### src/rtl/kmd_pkg.sv
package kmd_pkg;

	localparam int FIELD_COLUMNS = 4;
	localparam int ROW_W         = 2;
	localparam int LEVEL_W       = 4;
	localparam int TIME_W        = 32;
	localparam int CFG_W         = 16;
	localparam int COUNT_W       = 32;
	localparam int COL_W         = 2;
	localparam int IN_TDATA_W    = 40;
	localparam int OUT_TDATA_W   = 56;
	localparam int APB_ADDR_W    = 3;
	localparam int APB_DATA_W    = 32;

	localparam logic REG_DEBOUNCE = 1'b0;
	localparam logic REG_COOLDOWN = 1'b1;

	localparam logic [CFG_W-1:0] DEBOUNCE_RESET = 16'd30;
	localparam logic [CFG_W-1:0] COOLDOWN_RESET = 16'd250;

	typedef struct packed {
		logic stable;
		logic press_hit;
		logic release_hit;
	} lane_flags_t;

	typedef struct packed {
		logic [COUNT_W-1:0] press_count;
		logic               seen;
		logic [ROW_W-1:0]   row;
		logic [COL_W-1:0]   column;
	} key_status_t;

endpackage

### src/rtl/key_matrix_debouncer_with_cooldown.sv
// Channel   Dir  Signals                            Content
// s_*       in   s_tvalid s_tready s_tdata[39:0]    one scanned row sample
// m_*       out  m_tvalid m_tready m_tdata[55:0]    one result per sample
// apb       in   psel penable pwrite paddr pwdata   debounce_time @0, cooldown_time @4
//
// One sample per cycle while s_tready is high; a sample's result is registered and
// offered in the cycle after its transfer. All column lanes compare and write their
// key state in the transfer cycle of an in-range row; merge adds the press total.
// The output register holds a result while m_tready is low; s_tready stays high
// as long as that register is empty or being drained in the same cycle.
// Reset clears all key state, the press total and the registers to defaults.
module key_matrix_debouncer_with_cooldown #(
	parameter int ROW_COUNT    = 4,
	parameter int COLUMN_COUNT = 4
) (
	input  logic                                clk,
	input  logic                                arst_n,
	input  logic                                s_tvalid,
	output logic                                s_tready,
	// row_index[1:0], column_levels[5:2], time_now[37:6], zero[39:38]
	input  logic [kmd_pkg::IN_TDATA_W-1:0]      s_tdata,
	output logic                                m_tvalid,
	input  logic                                m_tready,
	// row_echo[1:0], stable_levels[5:2], press_mask[9:6], release_mask[13:10],
	// press_count[45:14], last_key_valid[46], last_key_row[48:47],
	// last_key_column[50:49], zero[55:51]
	output logic [kmd_pkg::OUT_TDATA_W-1:0]     m_tdata,
	input  logic                                psel,
	input  logic                                penable,
	input  logic                                pwrite,
	input  logic [kmd_pkg::APB_ADDR_W-1:0]      paddr,
	input  logic [kmd_pkg::APB_DATA_W-1:0]      pwdata,
	output logic [kmd_pkg::APB_DATA_W-1:0]      prdata,
	output logic                                pready
);

	localparam int LANES = (COLUMN_COUNT < kmd_pkg::FIELD_COLUMNS) ?
		COLUMN_COUNT : kmd_pkg::FIELD_COLUMNS;
	localparam int ROWS_USED = (ROW_COUNT < 4) ? ROW_COUNT : 4;
	localparam int RW = (ROWS_USED > 1) ? $clog2(ROWS_USED) : 1;

	logic [kmd_pkg::CFG_W-1:0]    debounce_q;
	logic [kmd_pkg::CFG_W-1:0]    cooldown_q;
	logic                         cfg_wr;

	logic [kmd_pkg::ROW_W-1:0]    row_index;
	logic [kmd_pkg::LEVEL_W-1:0]  column_levels;
	logic [kmd_pkg::TIME_W-1:0]   time_now;
	logic                         s_xfer;
	logic                         row_ok;
	logic                         step_en;

	kmd_pkg::lane_flags_t         lane_flags [LANES];
	logic [LANES-1:0]             stable_v;
	logic [LANES-1:0]             press_v;
	logic [LANES-1:0]             release_v;
	kmd_pkg::key_status_t         status_cur;
	kmd_pkg::key_status_t         status_nxt;

	logic                         out_valid_q;
	logic [kmd_pkg::OUT_TDATA_W-1:0] out_q;

	assign pready = 1'b1;
	assign cfg_wr = psel & penable & pwrite & pready;

	always_ff @(posedge clk or negedge arst_n) begin
		if (!arst_n) begin
			debounce_q <= kmd_pkg::DEBOUNCE_RESET;
			cooldown_q <= kmd_pkg::COOLDOWN_RESET;
		end else if (cfg_wr) begin
			case (paddr[2])
				kmd_pkg::REG_DEBOUNCE: debounce_q <= pwdata[kmd_pkg::CFG_W-1:0];
				kmd_pkg::REG_COOLDOWN: cooldown_q <= pwdata[kmd_pkg::CFG_W-1:0];
				default:               debounce_q <= debounce_q;
			endcase
		end
	end

	always_comb begin
		case (paddr[2])
			kmd_pkg::REG_DEBOUNCE: prdata = {16'd0, debounce_q};
			kmd_pkg::REG_COOLDOWN: prdata = {16'd0, cooldown_q};
			default:               prdata = '0;
		endcase
	end

	assign row_index     = s_tdata[1:0];
	assign column_levels = s_tdata[5:2];
	assign time_now      = s_tdata[37:6];

	assign s_tready = ~out_valid_q | m_tready;
	assign s_xfer   = s_tvalid & s_tready;
	assign row_ok   = (32'(row_index) < ROW_COUNT);
	assign step_en  = s_xfer & row_ok;

	for (genvar c = 0; c < LANES; c++) begin : g_lane
		kmd_lane #(
			.ROWS(ROWS_USED)
		) u_lane (
			.clk           (clk),
			.arst_n        (arst_n),
			.en            (step_en),
			.row_sel       (row_index[RW-1:0]),
			.raw           (column_levels[c]),
			.time_now      (time_now),
			.debounce_time (debounce_q),
			.cooldown_time (cooldown_q),
			.flags         (lane_flags[c])
		);
		assign stable_v[c]  = lane_flags[c].stable;
		assign press_v[c]   = lane_flags[c].press_hit;
		assign release_v[c] = lane_flags[c].release_hit;
	end

	kmd_merge #(
		.LANES(LANES)
	) u_merge (
		.clk        (clk),
		.arst_n     (arst_n),
		.en         (step_en),
		.row        (row_index),
		.press_mask (press_v),
		.status_cur (status_cur),
		.status_nxt (status_nxt)
	);

	always_ff @(posedge clk or negedge arst_n) begin
		if (!arst_n) begin
			out_valid_q <= 1'b0;
		end else if (s_xfer) begin
			out_valid_q <= 1'b1;
		end else if (m_tready) begin
			out_valid_q <= 1'b0;
		end
	end

	always_ff @(posedge clk) begin
		if (s_xfer) begin
			out_q <= {5'd0,
				status_nxt.column,
				status_nxt.row,
				status_nxt.seen,
				status_nxt.press_count,
				kmd_pkg::LEVEL_W'(release_v),
				kmd_pkg::LEVEL_W'(press_v),
				kmd_pkg::LEVEL_W'(stable_v),
				row_index};
		end
	end

	assign m_tvalid = out_valid_q;
	assign m_tdata  = out_q;

	a_mask_disjoint: assert property (@(posedge clk) disable iff (!arst_n)
		m_tvalid |-> ((m_tdata[9:6] & m_tdata[13:10]) == 4'd0))
		else $error("press and release flagged for the same key");

	a_count_step: assert property (@(posedge clk) disable iff (!arst_n)
		s_xfer |=> (m_tdata[45:14] ==
			$past(status_cur.press_count) + 32'($countones(m_tdata[9:6]))))
		else $error("press total does not follow the press mask");

	a_row_outside: assert property (@(posedge clk) disable iff (!arst_n)
		(s_xfer && !row_ok) |=> (m_tdata[13:2] == 12'd0))
		else $error("row outside the matrix reported key activity");

	a_seen_sticky: assert property (@(posedge clk) disable iff (!arst_n)
		!$fell(status_cur.seen))
		else $error("last key valid dropped");

endmodule

### src/rtl/kmd_lane.sv
module kmd_lane #(
	parameter int ROWS = 4,
	localparam int RW = (ROWS > 1) ? $clog2(ROWS) : 1
) (
	input  logic                          clk,
	input  logic                          arst_n,
	input  logic                          en,
	input  logic [RW-1:0]                 row_sel,
	input  logic                          raw,
	input  logic [kmd_pkg::TIME_W-1:0]    time_now,
	input  logic [kmd_pkg::CFG_W-1:0]     debounce_time,
	input  logic [kmd_pkg::CFG_W-1:0]     cooldown_time,
	output kmd_pkg::lane_flags_t          flags
);

	logic [ROWS-1:0]                stable_q;
	logic [ROWS-1:0]                pending_q;
	logic [kmd_pkg::TIME_W-1:0]     start_q [ROWS];
	logic [kmd_pkg::TIME_W-1:0]     event_q [ROWS];

	logic                           pend;
	logic                           stab;
	logic [kmd_pkg::TIME_W-1:0]     held;
	logic [kmd_pkg::TIME_W-1:0]     since;
	logic                           change;

	always_comb begin
		pend   = pending_q[row_sel];
		stab   = stable_q[row_sel];
		held   = time_now - start_q[row_sel];
		since  = time_now - event_q[row_sel];
		change = (raw == pend) && (pend != stab)
			&& (held >= {16'd0, debounce_time})
			&& (since >= {16'd0, cooldown_time});
		flags.stable      = en & (change ? pend : stab);
		flags.press_hit   = en & change & pend;
		flags.release_hit = en & change & ~pend;
	end

	always_ff @(posedge clk or negedge arst_n) begin
		if (!arst_n) begin
			stable_q  <= '0;
			pending_q <= '0;
			for (int r = 0; r < ROWS; r++) begin
				start_q[r] <= '0;
				event_q[r] <= '0;
			end
		end else if (en) begin
			if (raw != pend) begin
				pending_q[row_sel] <= raw;
				start_q[row_sel]   <= time_now;
			end else if (change) begin
				stable_q[row_sel] <= pend;
				event_q[row_sel]  <= time_now;
			end
		end
	end

endmodule

### src/rtl/kmd_merge.sv
module kmd_merge #(
	parameter int LANES = 4
) (
	input  logic                          clk,
	input  logic                          arst_n,
	input  logic                          en,
	input  logic [kmd_pkg::ROW_W-1:0]     row,
	input  logic [LANES-1:0]              press_mask,
	output kmd_pkg::key_status_t          status_cur,
	output kmd_pkg::key_status_t          status_nxt
);

	kmd_pkg::key_status_t        status_q;
	logic [2:0]                  inc;
	logic [kmd_pkg::COL_W-1:0]   top_col;

	always_comb begin
		inc     = '0;
		top_col = '0;
		for (int c = 0; c < LANES; c++) begin
			inc = inc + 3'(press_mask[c]);
			if (press_mask[c])
				top_col = kmd_pkg::COL_W'(c);
		end
		status_nxt = status_q;
		if (en && (|press_mask)) begin
			status_nxt.press_count = status_q.press_count + kmd_pkg::COUNT_W'(inc);
			status_nxt.seen        = 1'b1;
			status_nxt.row         = row;
			status_nxt.column      = top_col;
		end
	end

	assign status_cur = status_q;

	always_ff @(posedge clk or negedge arst_n) begin
		if (!arst_n) begin
			status_q <= '0;
		end else if (en) begin
			status_q <= status_nxt;
		end
	end

endmodule
### config.mk
export PLATFORM = sky130hd
export DESIGN_NAME = key_matrix_debouncer_with_cooldown
export DESIGN_NICKNAME = d
export VERILOG_FILES = /design/src/rtl/kmd_pkg.sv /design/src/rtl/key_matrix_debouncer_with_cooldown.sv /design/src/rtl/kmd_lane.sv /design/src/rtl/kmd_merge.sv
export SDC_FILE = /design/constraint.sdc
export NUM_CORES = 2
export LEC_CHECK = 0
export BUFFER_PORTS_ARGS = -buffer_cell sky130_fd_sc_hd__buf_2
export CORE_MARGIN = 3
export CORE_UTILIZATION = 40
export DETAILED_ROUTE_END_ITERATION = 6
export PLACE_DENSITY = 0.66
export SKIP_LAST_GASP = 1
export SLEW_MARGIN = 20
export SYNTH_ARGS = -nofsm -noshare
export SYNTH_HDL_FRONTEND = slang
export SYNTH_SLANG_ARGS = --single-unit
### constraint.sdc
create_clock -name clk -period 8.2 [get_ports clk]
set_input_delay 1.64 -clock clk [delete_from_list [all_inputs] [get_ports clk]]
set_output_delay 1.64 -clock clk [all_outputs]
set_load 0.01 [all_outputs]
==> flow_summary.toml <==
[run_status]
status = "finished, final reports clean"

[critical_path]
critPathSlowestCell = "mux4_2"
worst-path-max-fanout = 8
worst_setup_path_start_kind = "primary input"
setup.worst_path.class = "in -> reg"
cp_data_required_time_ns = 8.72
reg2reg_setup_slack_ns = 0.93
cp_slowest_stage_delay_ns = 0.49
arrival_ns = 8.51
critPathCaptureType = "flip-flop"

[grt]
antenna_found_initial = 13
via_count_of_the_first_global_routing_pass = 53038
grt_pass1_wl_um = 316400
grt_util_met2 = 0.3909
top_usage_layer = "met2"
grt.overflow.total = 0
met1_usage = 0.2990
largest_net_degree_at_the_start_of_global_routing = 170
gr-usage-met3 = 0.03141
grt.total_usage = 0.2282

[synth]
ys.warnings.count = 0
synth.avg_cell_area_um2 = 11.99
synth_largest_type_area_fraction = 0.4031
synth-edff-count = 51
seq_area_frac_synth = 0.4290
predominant_post_synthesis_flop_cell = "dfrtp_1"
synthCells = 5777
synth.area.top_cells = "dfrtp_1, mux2_2, mux4_2, ha_1, edfxtp_1"
synth_cell_types = 102
syn_area_um2 = 69280
yosysTopAreaCell = "dfrtp_1"
synthArstFlopShare = 0.9567
ys_ff_latch = 1177

[drt]
post_drt_via_cell_ratio = 5.531
detail_route.first_pass.iterations = 5
postRouteWirelength_um = 206100
ant_nets = 0
route.detailed.wl_per_inst_um = 22.35
drc_errors = 0
dr.first_iter.drc_count = 3119
routed-via-count = 50992

[final_layout]
postLayoutCoreUtil = 0.4994
num-fill-cells = 15184
drive_gt1_frac = 0.4357
layout.cells.non_filler = 9219
final_net_count = 7278
area_delta_synth_final_pct = 23.91
stdcell_area_um2 = 85850
mostFrequentLayoutCell = "dfrtp_1"
layout.cells.most_common_list = "dfrtp_1, mux2_2, buf_4, ha_1, inv_1"

[placement]
postPlaceCellArea_um2 = 80380
hpwl_um = 150400
gpl.final_weighted_congestion = 0.9504
buffer_ports.inserted = 130
place_inst = 8939

[timing]
final-setup-viol-count = 0
setup_repair_after_global_routing_missed_its_margin = "true"
fin_crit_ns = 7.995
top_achievable_clock_speed_ghz = 0.1251
relSlewSlack = 0.2729
hold_violations = 0
worst-slew-pin-transition_ns = 1.088
clock-skew-final_ns = 0.03086
fin_worst_hold_slack_ns = 0.4634
number_of_slew_limit_violations_in_the_final_report = 0
post-route-period-util = 0.9750

[power_and_ir_drop]
vdd_drop_max_uv = 258.3
total_leakage_power_nw = 39.17
power_density_nw_per_um2 = 370.2
design_power_total_mw = 31.79

[floorplanning]
num_rows = 152
die_w_um = 422.2
die-height_um = 422.2
io_pins = 173
die_area_um2 = 178200
coreArea_um2 = 171900
starting_density_of_the_core = 0.4030

[clocking]
clock_tree.root_cell = "clkbuf_16"
clk-insertion-delay-late_ns = 0.79
tritoncts = "done"
holdBufCountCts = 0
worst_setup_hold_path_clk_slew_ns = 0.06
cts_inserted_buffers = 130
clkSinkCount = 1177
cts-htree-levels = 4
cts.path.max_buffers = 3

[worst_hold_path]
min_path_type = "reg -> reg"

[run]
drv_cap = 0
[synthesized netlist by cell type (32+ instances only)]
cell type  count
nor3_1        60
nor2b_1       45
xnor2_1      108
buf_4         44
a21oi_1      269
a31oi_1       40
nor2_1       194
a21o_1       120
mux4_2       264
buf_1         39
o211ai_1      37
nand2_1      239
nand2b_1      48
nand4_1       76
mux2_2      1076
xor2_1       127
o21a_1        44
o21ai_0      160
nand3_1       71
clkbuf_1     259
inv_1        344
a211oi_1      41
edfxtp_1      51
buf_2         32
dfrtp_1     1116
ha_1         386
[sequential cells by signal, indices dropped and copies added, names as in the netlist]
name / cells
g_lane.u_lane.pending_q: 16
debounce_q: 16
g_lane.u_lane.stable_q: 16
cooldown_q: 16
g_lane.u_lane.event_q: 512
m_tvalid: 1
m_tdata: 51
g_lane.u_lane.start_q: 512
u_merge.status_cur: 37
[critical path: cells and delay by family]
family,cells,cell delay (ns)
buf+inv,12,1.46
compound gates,7,1.48
simple gates,11,1.76
fa+ha+maj,6,1.37
mux,1,0.49
xor+xnor,2,0.26
[per-layer routing]
layer	wire length, um	vias to the layer above
met1	89630	26343
met3	8849	317
met4	6875	2
li1	-	23267
met2	100700	1063
met5	13	-
[worst paths after layout]
path	startpoint	endpoint	cells after the start
max	s_tdata[0]	m_tdata[20]	39
max in group asynchronous	arst_n	g_lane[3].u_lane.event_q[25]	3
max reg2reg	g_lane[0].u_lane.start_q[97]	m_tdata[20]	35
min	u_merge.status_cur[4]	u_merge.status_cur[4]	1
min in group asynchronous	arst_n	u_merge.status_cur[25]	1
min reg2reg	u_merge.status_cur[4]	u_merge.status_cur[4]	1
[cell families after synthesis]
| kind of cell | after synthesis | share of synthesized area |
|---|---|---|
| mux | 1394 | 0.2690 |
| flops | 1177 | 0.4290 |
| compound gates | 927 | 0.08854 |
| simple gates | 925 | 0.06881 |
| buf+inv | 721 | 0.04224 |
| fa+ha+maj | 396 | 0.07260 |
| xor+xnor | 235 | 0.02971 |
| other cells | 2 | 0.0001084 |
[timing repair]
action                                  CTS  global route
cloned                                    2             2
setup buffers                            12            27
resized for setup                        34           131
pin swaps                                23            66
endpoints found under the setup margin   70            70
[per-stage QoR]
| step | setup TNS (ns) | worst slack, ns |
|---|---|---|
| finish | 0 | 0.2049 |
| floorplan | -23.58 | -0.5834 |
| global route | -1.249 | -0.09740 |
| global placement | -72.63 | -1.198 |
| detailed placement | -75.79 | -1.277 |
| CTS | 0 | 0.007470 |
[area by class of cell]
| class | instances | area (um2) | area share |
|---|---|---|---|
| multi-input cells | 3899 | 37790 | 0.4402 |
| flip-flops and latches | 1177 | 29720 | 0.3462 |
| repair buffers | 1247 | 9806 | 0.1142 |
| clock buffers | 189 | 3842 | 0.04476 |
| well taps | 2310 | 2890 | 0.03367 |
| inverters | 345 | 1296 | 0.01510 |
| clock inverters | 45 | 488.0 | 0.005684 |
| diodes | 7 | 17.52 | 0.0002040 |
[power breakdown]
part / internal, mW / total [mW] / switching (mW)
sequential: 8.27 / 9.45 / 1.18
clock: 3.46 / 5.94 / 2.48
combinational: 8.74 / 16.4 / 7.65
total: 20.5 / 31.8 / 11.3
Note: power is estimated with default switching activity, not from simulation.
